`src/rtl/core/event_flag_unit_defines.svh`:
```
// Assertion macros shared by the event flag unit RTL.
// Depends on nothing; included by files that carry assertions.
`ifndef EVENT_FLAG_UNIT_DEFINES_SVH
`define EVENT_FLAG_UNIT_DEFINES_SVH
`ifndef SYNTH
`define EFU_ASSERT(label, clk, rst_n, prop) \
    label: assert property (@(posedge clk) disable iff (!rst_n) prop) \
        else $error("assertion failed");
`define EFU_ASSERT_NR(label, clk, prop) \
    label: assert property (@(posedge clk) prop) else $error("assertion failed");
`else
`define EFU_ASSERT(label, clk, rst_n, prop)
`define EFU_ASSERT_NR(label, clk, prop)
`endif
`endif

```
`src/rtl/core/efu_pkg.sv`:
```
// Package for the event flag unit: widths, codes and shared types.
// Depends on nothing.
`timescale 1ns / 1ps
package efu_pkg;
    localparam int WaiterSlotsDef = 16;
    localparam int TagBitsDef = 8;
    localparam int PatW = 64;
    localparam int ModeW = 6;
    localparam int KindW = 3;
    localparam int OutTagW = 8;
    localparam int CfgIdxW = 1;
    localparam int QueueDepth = 2;

    typedef enum logic [1:0] {
        OP_SET = 2'd0,
        OP_CLEAR = 2'd1,
        OP_WAIT = 2'd2,
        OP_POLL = 2'd3
    } t_op;

    typedef enum logic [KindW-1:0] {
        K_MET = 3'd0,
        K_WOKEN = 3'd1,
        K_PARKED = 3'd2,
        K_BUSY = 3'd3,
        K_REFUSED = 3'd4,
        K_BADMODE = 3'd5,
        K_FULL = 3'd6,
        K_DONE = 3'd7
    } t_kind;

    typedef enum logic [CfgIdxW-1:0] {
        CFG_INITIAL = 1'b0,
        CFG_MULTI = 1'b1
    } t_cfg_idx;

    localparam int ModeAndBit = 0;
    localparam int ModeOrBit = 1;
    localparam int ModeClrAllBit = 4;
    localparam int ModeClrOwnBit = 5;

    typedef enum logic [1:0] {
        S_IDLE,
        S_SCAN,
        S_EMIT,
        S_DONE
    } t_state;

    function automatic logic f_cond(input logic [PatW-1:0] flags,
                                    input logic [PatW-1:0] mask,
                                    input logic [ModeW-1:0] mode);
        if (mode[ModeAndBit]) begin
            return (flags & mask) == mask;
        end
        return (flags & mask) != '0;
    endfunction

    function automatic logic [PatW-1:0] f_clear(input logic [PatW-1:0] flags,
                                                input logic [PatW-1:0] mask,
                                                input logic [ModeW-1:0] mode);
        if (mode[ModeClrAllBit]) begin
            return '0;
        end else if (mode[ModeClrOwnBit]) begin
            return flags & ~mask;
        end
        return flags;
    endfunction
endpackage

```
`src/rtl/core/efu_if.sv`:
```
// Valid/ready channel interfaces for the event flag unit.
// Depends on efu_pkg.
`timescale 1ns / 1ps
interface efu_in_if import efu_pkg::*; #(parameter int TAG_BITS = TagBitsDef);
    logic valid;
    logic ready;
    logic [1:0] op;
    logic [PatW-1:0] pattern;
    logic [ModeW-1:0] wmode;
    logic [TAG_BITS-1:0] tag;
    modport source (output valid, op, pattern, wmode, tag, input ready);
    modport sink (input valid, op, pattern, wmode, tag, output ready);
endinterface


```
`src/rtl/core/efu_queue.sv`:
```
// Short command queue between the front end and the executor.
// Depends on efu_pkg.
`timescale 1ns / 1ps
module efu_queue import efu_pkg::*; #(
    parameter int WIDTH = 8
) (
    input  logic             i_clk,
    input  logic             i_rst_n,
    input  logic             i_push,
    input  logic [WIDTH-1:0] i_data,
    output logic             o_full,
    input  logic             i_pop,
    output logic             o_empty,
    output logic [WIDTH-1:0] o_data
);
    localparam int PtrW = $clog2(QueueDepth);
    logic [WIDTH-1:0] r_mem [QueueDepth];
    logic [PtrW-1:0] r_wr, r_rd;
    logic [PtrW:0] r_cnt;

    assign o_full = r_cnt == (PtrW+1)'(QueueDepth);
    assign o_empty = r_cnt == '0;
    assign o_data = r_mem[r_rd];

    // advance pointers on transfers
    always_ff @(posedge i_clk) begin
        if (!i_rst_n) begin
            r_wr <= '0;
            r_rd <= '0;
            r_cnt <= '0;
        end else begin
            if (i_push && !o_full) r_wr <= r_wr + 1'b1;
            if (i_pop && !o_empty) r_rd <= r_rd + 1'b1;
            r_cnt <= r_cnt + (PtrW+1)'(i_push && !o_full) - (PtrW+1)'(i_pop && !o_empty);
        end
    end

    always_ff @(posedge i_clk) begin
        if (i_push && !o_full) r_mem[r_wr] <= i_data;
    end
endmodule

```
`src/rtl/core/efu_front.sv`:
```
// Front end: accepts commands and tags them with an early bad-mode flag.
// Depends on efu_pkg and efu_queue.
`timescale 1ns / 1ps
module efu_front import efu_pkg::*; #(
    parameter int TAG_BITS = TagBitsDef,
    parameter int QW = 2 + PatW + ModeW + TAG_BITS + 1
) (
    input  logic          i_clk,
    input  logic          i_rst_n,
    efu_in_if.sink        in_ch,
    input  logic          i_pop,
    output logic          o_empty,
    output logic [QW-1:0] o_cmd
);
    logic q_full;
    logic bad_mode;

    // flag modes with neither AND nor OR while still at the door
    assign bad_mode = !(in_ch.wmode[ModeAndBit] || in_ch.wmode[ModeOrBit]);
    assign in_ch.ready = !q_full;

    efu_queue #(.WIDTH(QW)) u_q (
        .i_clk(i_clk), .i_rst_n(i_rst_n),
        .i_push(in_ch.valid),
        .i_data({in_ch.op, in_ch.pattern, in_ch.wmode, in_ch.tag, bad_mode}),
        .o_full(q_full), .i_pop(i_pop), .o_empty(o_empty), .o_data(o_cmd)
    );
endmodule

```
`src/flat_wrapper.sv`:
```
// flat-port wrapper written by rule: the top's interface ports become plain ports
module efu_front_flat import efu_pkg::*;
#(
    parameter int TAG_BITS = TagBitsDef,
    parameter int QW = 2 + PatW + ModeW + TAG_BITS + 1
)
  (i_clk, i_rst_n, i_pop, o_empty, o_cmd, in_ch_valid, in_ch_op, in_ch_pattern, in_ch_wmode, in_ch_tag, in_ch_ready);
  efu_in_if #(.TAG_BITS(TAG_BITS)) in_ch_i ();
  input  logic i_clk;
  input  logic i_rst_n;
  input  logic i_pop;
  output logic o_empty;
  output logic [QW-1:0] o_cmd;
  input wire logic [$bits(in_ch_i.valid)-1:0] in_ch_valid;
  input wire logic [$bits(in_ch_i.op)-1:0] in_ch_op;
  input wire logic [$bits(in_ch_i.pattern)-1:0] in_ch_pattern;
  input wire logic [$bits(in_ch_i.wmode)-1:0] in_ch_wmode;
  input wire logic [$bits(in_ch_i.tag)-1:0] in_ch_tag;
  output wire logic [$bits(in_ch_i.ready)-1:0] in_ch_ready;
  assign in_ch_i.valid = in_ch_valid;
  assign in_ch_i.op = in_ch_op;
  assign in_ch_i.pattern = in_ch_pattern;
  assign in_ch_i.wmode = in_ch_wmode;
  assign in_ch_i.tag = in_ch_tag;
  assign in_ch_ready = in_ch_i.ready;
  efu_front #(.TAG_BITS(TAG_BITS), .QW(QW)) u_core (.i_clk(i_clk), .i_rst_n(i_rst_n), .in_ch(in_ch_i), .i_pop(i_pop), .o_empty(o_empty), .o_cmd(o_cmd));
endmodule
```
`config.mk`:
```
export PLATFORM = sky130hd
export DESIGN_NAME = efu_front_flat
export DESIGN_NICKNAME = d
export VERILOG_FILES = /design/src/rtl/core/event_flag_unit_defines.svh /design/src/rtl/core/efu_pkg.sv /design/src/rtl/core/efu_if.sv /design/src/rtl/core/efu_queue.sv /design/src/rtl/core/efu_front.sv /design/src/flat_wrapper.sv
export SDC_FILE = /design/constraint.sdc
export NUM_CORES = 1
export LEC_CHECK = 0
export ABC_CLOCK_PERIOD_IN_PS = 6250
export BUFFER_PORTS_ARGS = -buffer_cell sky130_fd_sc_hd__buf_4
export CORE_AREA = 2 2 151 153
export CTS_CLUSTER_DIAMETER = 200
export CTS_CLUSTER_SIZE = 28
export DETAILED_ROUTE_END_ITERATION = 8
export DIE_AREA = 0 0 153 155
export GPL_TIMING_DRIVEN = 0
export SLEW_MARGIN = 20
export SYNTH_ARGS = -nofsm -noshare
export SYNTH_HDL_FRONTEND = slang
export SYNTH_SLANG_ARGS = --single-unit
```
`constraint.sdc`:
```
create_clock -name i_clk -period 6.25 [get_ports i_clk]
set_input_delay 0.3125 -clock i_clk [delete_from_list [all_inputs] [get_ports i_clk]]
set_output_delay 0.3125 -clock i_clk [all_outputs]
set_load 0.1 [all_outputs]
```
Yosys cells after proc, flatten, opt, wreduce, memory -nomap -nowiden

Memories as Yosys holds them, arrays and structs flattened. A register that Yosys moved wholly into a read port is not among the register bits.
Index checks and enable logic that the tools add are counted.

Flip-flop bits (word level): 4
RAM bits: 162
Output and inout bits: 83
Word-level logic and storage cells: 20
Memories: 1

$add $sub $neg: 4
Equal/unequal tests: 1
Multiplexer cells: 4
Reduce and logical (&&, ||, !) cells: 7

Memories:

| name             | words | bits a word | read ports | clocked after Yosys merged registers in | wr ports | RTL line        | text |
|---|---|---|---|---|---|---|---|
| u_core.u_q.r_mem | 2     | 81          | 1          | 1                                       | 1        | efu_queue.sv:17 | `logic [WIDTH-1:0] r_mem [QueueDepth];` |

Operators with widths:

| operator                                    | count |
|---|---|
| two-way mux 1 bit                           | 4 |
| logical NOT 1 bit                           | 3 |
| adder 1 bit (second input constant)         | 2 |
| adder 2 x 1 -> 2 bit                        | 1 |
| equality test 2 bit (second input constant) | 1 |
| logical AND 1 bit                           | 2 |
| logical NOT 2 bit                           | 1 |
| subtractor 2 x 1 -> 2 bit                   | 1 |
| logical OR 1 bit                            | 1 |

Depth between registers and ports, before layout

Gate-level depths: netlist of run 1.

Word-level depth: 5
Gate-level depth with buffers: 8

Hierarchy

Synthesis of run 1 repeated with hierarchy kept, for this count alone.

Cells, all modules: 281
Area total of the unflattened synthesis: 6490.0 um^2

By module, submodules not included:

| module    | times used | cells each | area an instance (um^2) | sequential area each (um^2) |
|---|---|---|---|---|
| efu_queue | 1          | 279        | 6482.5                  | 4964.8 |
| efu_front | 1          | 2          | 7.5                     | 0.0 |

Worst setup path after synthesis of run 1

No wires, ideal clock.

Kind: register -> register
Start: register u_core.u_q.r_cnt[0]
End: memory u_core.u_q.r_mem[0][0] (netlist name), enable pin
Library setup time: 521 ps
Arrival: 4839 ps
Setup slack: 890 ps
Cell stages (with the launch flop): 4
Clock period less this slack: 5360 ps
Path through: dfxtp_1 nand2b_1 nand2_1 nor2_1

Cells in the longest elaborated chain, start to end: 5

RTL lines:

| what                                    | RTL line           | text |
|---|---|---|
| from (decl)                             | efu_queue.sv:19    | `logic [PtrW:0] r_cnt;` |
| from (signal assigned)                  | efu_queue.sv:34    | `r_cnt <= r_cnt + (PtrW+1)'(i_push && !o_full) - (PtrW+1)'(i_pop && !o_empty);` |
| equality test 2 bit                     | efu_queue.sv:21    | `assign o_full = r_cnt == (PtrW+1)'(QueueDepth);` |
| logical NOT 1 bit                       | --                 |  |
| net in_ch_ready                         | flat_wrapper.sv:19 | `output wire logic [$bits(in_ch_i.ready)-1:0] in_ch_ready;` |
| logical AND 1 bit                       | efu_queue.sv:39    | `if (i_push && !o_full) r_mem[r_wr] <= i_data;` |
| two-way mux 1 bit                       | efu_queue.sv:39    |  |
| two-way mux 1 bit (implied by the code) | efu_queue.sv:39    |  |
| to (decl)                               | efu_queue.sv:17    |  |

The timed path passes the listed nets, and every way through them passes these cells.

==> results_dict.tcl, run 1 <==
set metrics [dict create \
    die_h_um 155 \
    arrival_ps 1720 \
    initial_core_util 0.2917 \
    totalPowerFinal_mw 4.602 \
    r2r-start "u_core.u_q.r_cnt[0]" \
    finalNonFillerCells 764 \
    synth.distinct_cells 17 \
    cp_top_family "buffers and inverters" \
    gp_congestion 0.6600 \
    setup_tns_ps 0 \
    slowest_delay_ps 320 \
    fin_crit_ps 2033 \
    rsz0062_at_grt "false" \
    io_pins 167 \
    final_area_mm2 0.008756 \
    p_leak_nw 3.377 \
    first_pass_iters 5 \
    relSlewSlack 0.4853 \
    setup_viol 0 \
    synth_area_mm2 0.006484 \
    overflow 0 \
    synth_fp_nets 363 \
    ant_nets 0 \
    worstRegToRegCells 4 \
    ir_drop_v 0.0003223 \
    core.rowCount 55 \
    drt-initial-drc-count 114 \
    path_buf_inv 3 \
    status "finished, final reports clean" \
    dp_hpwl_um 8739 \
    crit_path_start_kind "flop" \
    path_cells "buf_6, buf_12, mux2_4, buf_4" \
    power_density_mw_per_mm2 525.6 \
    skew_ps 4.722 \
    drive_gt1_frac 0.6117 \
    path_clk_slew_ps 60 \
    worstPathMaxFanout 10 \
    syn_inst 277 \
    critical_path_class "flop to primary output" \
    cts_hold_buf 0 \
    core_mm2 0.02223 \
    dieArea_mm2 0.02372 \
    hold_ws_ps 77.61 \
    routedWlPerCell_um 16.30 \
    grt_pass1_vias 3390 \
    max_slew.worst_pin.slew_ps 770.3 \
    fmax_mhz 491.9 \
    cts_resized 0 \
    vias_per_cell 4.157 \
    totalWireLength_um 12450 \
    route.detailed.drc 0 \
    grt_usage 0.1042 \
    die_w_um 153 \
    multiInputGateArea_mm2 0.001356 \
    regToRegSetupSlack_ps 4320 \
    clk_latency_ps 410 \
    cts_setup_buffers 0 \
    n_antenna_cell 0 \
    final_max_slew_viol_count 0 \
    io_buffers 166 \
    clkSinkCount 167 \
    cts_max_level 4 \
    antenna_found_initial 0 \
    num_vias 3176 \
    synth-seq-area-share 0.7657 \
    avgSynthCellArea_um2 23.41 \
    whs_endpoint "u_core.u_q.r_mem[1][17]" \
    dpl.cell_count 732 \
    hold_start "in_ch_pattern[2]" \
    grt_pass1_wl_um 18440 \
    ff_latch_area_mm2 0.004965 \
    required_ps 5940 \
    cts_tree "yes" \
    critPathSlowestCell "dfxtp_1" \
    grt_max_degree 45 \
    synth_seq_cells 167 \
    finalHoldViolCount 0 \
    fillers 2023 \
    final_nets 552 \
    finalCritPeriodShare 0.3253 \
    root_buffer "clkbuf_16" \
    cts_buffer_depth 2 \
    syn_to_final_growth_pct 35.04 \
    yosysWarnings 0 \
    numCtsBuffers 17 \
    worstHoldPathCells 1 \
    placed_cell_area_mm2 0.008202 \
    reg2reg_to "u_core.u_q.r_mem[0][53]" \
    drv_cap 0 \
    cp-end-kind "primary output" \
    hold_class "primary input to flop" \
]
## power by group
group / internal [mW] / leakage [nW] / total [mW] / switching (mW)
registers: 1.41 / 1.56 / 1.45 / 0.0402
logic: 0.611 / 1.56 / 2.18 / 1.56
clock network: 0.550 / 0.267 / 0.981 / 0.431
total: 2.57 / 3.38 / 4.60 / 2.04
## synth_stat cells
cell      number  area share
and2_1         2      0.0019
buf_6          1      0.0017
buf_12         8       0.025
nand2_1        2      0.0012
o21a_1         1      0.0012
mux2_2         1      0.0017
ha_1           2      0.0039
edfxtp_1     162        0.75
mux2_4        80        0.19
and3_1         1     0.00097
nor2_1         3      0.0017
xnor2_1        3      0.0041
nor2b_1        2      0.0019
dfxtp_1        5       0.015
nand2b_1       2      0.0019
mux2i_1        1      0.0015
inv_1          1     0.00058
## kinds of logic (layout without fill, tap and decap cells)
kind of cell,Yosys count,in the layout,share of synthesized area
AOI/OAI and AO/OA,1,1,0.001158
xor gates and xnor gates,3,3,0.004053
adders and majority gates,2,2,0.003859
buffers and inverters,10,212,0.02702
DFF,167,167,0.7657
muxes,82,82,0.1885
and+or+nand+nor,12,12,0.009649
## layout by cell type, fill, tap and decap left out, types with 2 or more instances in the layout
cell type   instances
and2_1              2
buf_12              9
buf_16              3
buf_4             166
clkbuf_16          17
clkinv_2            4
clkinv_4            3
clkinvlp_4          3
dfxtp_1             5
edfxtp_1          162
ha_1                2
inv_6               3
mux2_4             80
nand2_1             2
nand2b_1            2
nor2_1              2
nor2b_1             2
xnor2_1             3
## stage by stage
step,utilization,setup WS [ps]
after CTS,0.3939,4162
after detailed placement,0.3690,4296
after floorplan,-,889.8
after global routing,0.3939,4127
after global placement,0.3638,-397.4
final,0.3939,4217
## registers in the layout, summed over array words and instances (netlist names), named ones only
| register | count |
|---|---|
| u_core.u_q.r_cnt | 2 |
| u_core.u_q.r_mem | 162 |
| u_core.u_q.r_rd | 1 |
| u_core.u_q.r_wr | 1 |
## area by class of cell
cell class,count,area share
Clock buffer,18,0.04901
Sequential cell,167,0.5670
Timing Repair Buffer,170,0.1540
Buffer,9,0.01958
Clock inverter,14,0.01429
Tap cell,285,0.04073
Inverter,1,0.0004287
Multi-Input combinational cell,100,0.1549
## routing by layer
metal	up-vias	global-route usage	wire length (um)
met2	105	0.1800	6454
met5	-	0	0
met3	13	0.03983	724
met1	1590	0.1204	5106
met4	0	0.03219	167
li1	1468	-	-
## worst max path at each step
stage | end | slack (ps) | cells past startpoint
2_1_floorplan | u_core.u_q.r_mem[0][0] | 890 | 3
3_3_place_gp | u_core.u_q.r_mem[0][1] | -400 | 3
3_5_place_dp | u_core.u_q.r_mem[0][3] | 4300 | 4
4_1_cts | o_cmd[16] | 4160 | 4
5_1_grt | o_cmd[7] | 4130 | 4
6_report | o_cmd[14] | 4220 | 4
No activity file was read; power rests on OpenSTA's default activity.
==> run 2, diff against run 1 <==
Settings changed: ABC_CLOCK_PERIOD_IN_PS 6250 to 1820.
Clock period 6.25 ns to 1.82 ns, I/O delays scaled along.
==> run 2 against run 1 <==
  * Critical path depth unchanged
  * Clock power grew to 3.6 times the previous value
  * Sequential power grew to 3.4 times the previous value
  * Clock skew grew 8.9 ps
  * Setup slack got worse by 4100 ps
  * Register-to-register slack worse by 4100 ps
  * Via count up 9.4%
  * Global-route usage up 0.19 points
  * Non-clock buffer count up 85
  * Largest power group unchanged
  * First-iteration DRC count up 3.5%
  * Count of clock-buffer cells in the layout fell by 1
  * Highest routed layer unchanged
==> results_dict.tcl, run 2 (synthesis results as in run 1) <==
set metrics [dict create \
    utilization 0.4434 \
    hold_class "primary input to flop" \
    slowest_delay_ps 380 \
    path_buf_inv 3 \
    path_clk_slew_ps 70 \
    grt_pass1_vias 3804 \
    hold_ws_ps 107.9 \
    clkSinkCount 167 \
    core.rowCount 55 \
    status "finished, final reports clean" \
    final_nets 638 \
    dieArea_mm2 0.02372 \
    crit_path_start_kind "flop" \
    core_mm2 0.02223 \
    dp_hpwl_um 8106 \
    worstPathMaxFanout 10 \
    cts_max_level 4 \
    critPathSlowestCell "dfxtp_2" \
    most-common-layout-cells "162 x edfxtp_1, 125 x buf_4, 82 x dlygate4sd3_1" \
    required_ps 1730 \
    numCtsBuffers 17 \
    die_w_um 153 \
    finalHoldViolCount 0 \
    fillers 1931 \
    final_area_mm2 0.009856 \
    placed_cell_area_mm2 0.008210 \
    fin_crit_ps 1745 \
    worstRegToRegCells 8 \
    n_antenna_cell 0 \
    route.detailed.drc 0 \
    rsz0062_at_grt "false" \
    ff_latch_area_mm2 0.004967 \
    largest_reg_flops 162 \
    root_buffer "clkbuf_16" \
    setup_tns_ps 0 \
    path_cells "clkbuf_16, buf_12, mux2_4, buf_4" \
    cp-end-kind "primary output" \
    layout_commonest_cell "edfxtp_1" \
    drv_cap 0 \
    max_slew.worst_pin.slew_ps 502.1 \
    worstHoldPathCells 4 \
    grt_max_degree 47 \
    reg2reg_to "u_core.u_q.r_cnt[1]" \
    die_h_um 155 \
    dpl.cell_count 732 \
    drive_gt1_frac 0.5310 \
    syn_to_final_growth_pct 52.01 \
    hold_start "i_pop" \
    initial_core_util 0.2917 \
    fmax_mhz 573.1 \
    whs_endpoint "u_core.u_q.r_rd" \
    cts_buffer_depth 2 \
    finalCritPeriodShare 0.9588 \
    overflow 0 \
    skew_ps 13.63 \
    p_leak_nw 3.818 \
    relSlewSlack 0.6653 \
    first_pass_iters 4 \
    clk_latency_ps 420 \
    num_vias 3473 \
    grt_pass1_wl_um 19260 \
    power_density_mw_per_mm2 1674 \
    grt_usage 0.1061 \
    io_buffers 166 \
    largest_register "u_core.u_q.r_mem" \
    ir_drop_v 0.001170 \
    vias_per_cell 4.086 \
    setup_viol 0 \
    multiInputGateArea_mm2 0.001379 \
    regToRegSetupSlack_ps 180 \
    totalWireLength_um 12820 \
    cts_tree "yes" \
    arrival_ps 1650 \
    gp_congestion 0.6861 \
    r2r-start "u_core.u_q.r_cnt[0]" \
    critical_path_class "flop to primary output" \
    final_max_slew_viol_count 0 \
    drt-initial-drc-count 118 \
    routedWlPerCell_um 15.08 \
    io_pins 167 \
    ant_nets 0 \
    cp_top_family "buffers and inverters" \
    antenna_found_initial 0 \
    finalNonFillerCells 850 \
    top_regs "u_core.u_q.r_mem (162), u_core.u_q.r_cnt (2)" \
]
-- run 2: power breakdown --
group	internal (mW)	switching (mW)	leakage, nW
registers	4.83	0.157	1.56
clock network	2.05	1.52	0.278
logic	2.48	5.46	1.98
total	9.36	7.14	3.82
-- run 2: how the worst max path moves through the flow --
stage | start | to | slack, ps | cells after the start
6_report | flop | o_cmd[38] | 70 | 4
3_5_place_dp | u_core.u_q.r_cnt[0] | u_core.u_q.r_mem[0][1] | -50 | 5
4_1_cts | flop | o_cmd[7] | 5 | 4
5_1_grt | flop | o_cmd[42] | 0.03 | 4
2_1_floorplan | u_core.u_q.r_cnt[0] | u_core.u_q.r_mem[0][0] | -590 | 3
3_3_place_gp | u_core.u_q.r_cnt[0] | u_core.u_q.r_mem[0][1] | -1040 | 3
-- run 2: routing by layer --
layer  track usage  routed length (um)
met3       0.03593                 625
met2        0.1849                6677
met4       0.03704                 159
met1        0.1225                5358
met5             0                   0
-- run 2: worst reg2reg max path, cell delays in order, from the launching register on --
cell	delay [ps]
dfxtp_2	360
nand2b_4	180
nand2_4	80
ha_1	270
inv_1	40
ha_1	180
xnor2_1	140
xnor2_1	130
and2_1	160
-- run 2: area by class of cell --
| class | count | share of cell area |
|---|---|---|
| Inverter | 1 | 0.0003809 |
| Multi-Input combinational cell | 101 | 0.1399 |
| Buffer | 9 | 0.01828 |
| Tap cell | 285 | 0.03618 |
| Timing Repair Buffer | 255 | 0.2407 |
| Sequential cell | 167 | 0.5040 |
| Clock inverter | 15 | 0.01739 |
| Clock buffer | 17 | 0.04316 |
-- run 2: per-stage QoR --
step | power [mW] | worst slack, ps
after floorplan | 11.15 | -589.5
after global placement | 12.45 | -1045
after detailed placement | 12.59 | -52.59
after CTS | 16.46 | 4.552
after global routing | 17.10 | 0.02898
final | 16.50 | 74.98
-- run 2: timing repair --
item | 4_1_cts | 5_1_grt
hold buffers | 82 | 0
gates resized for setup | 5 | 40
cloned | 0 | 2
pin swaps | 1 | 1
endpoints found under the hold margin | 167 | 0
setup buffers | 2 | 0
endpoints found under the setup margin | 101 | 100
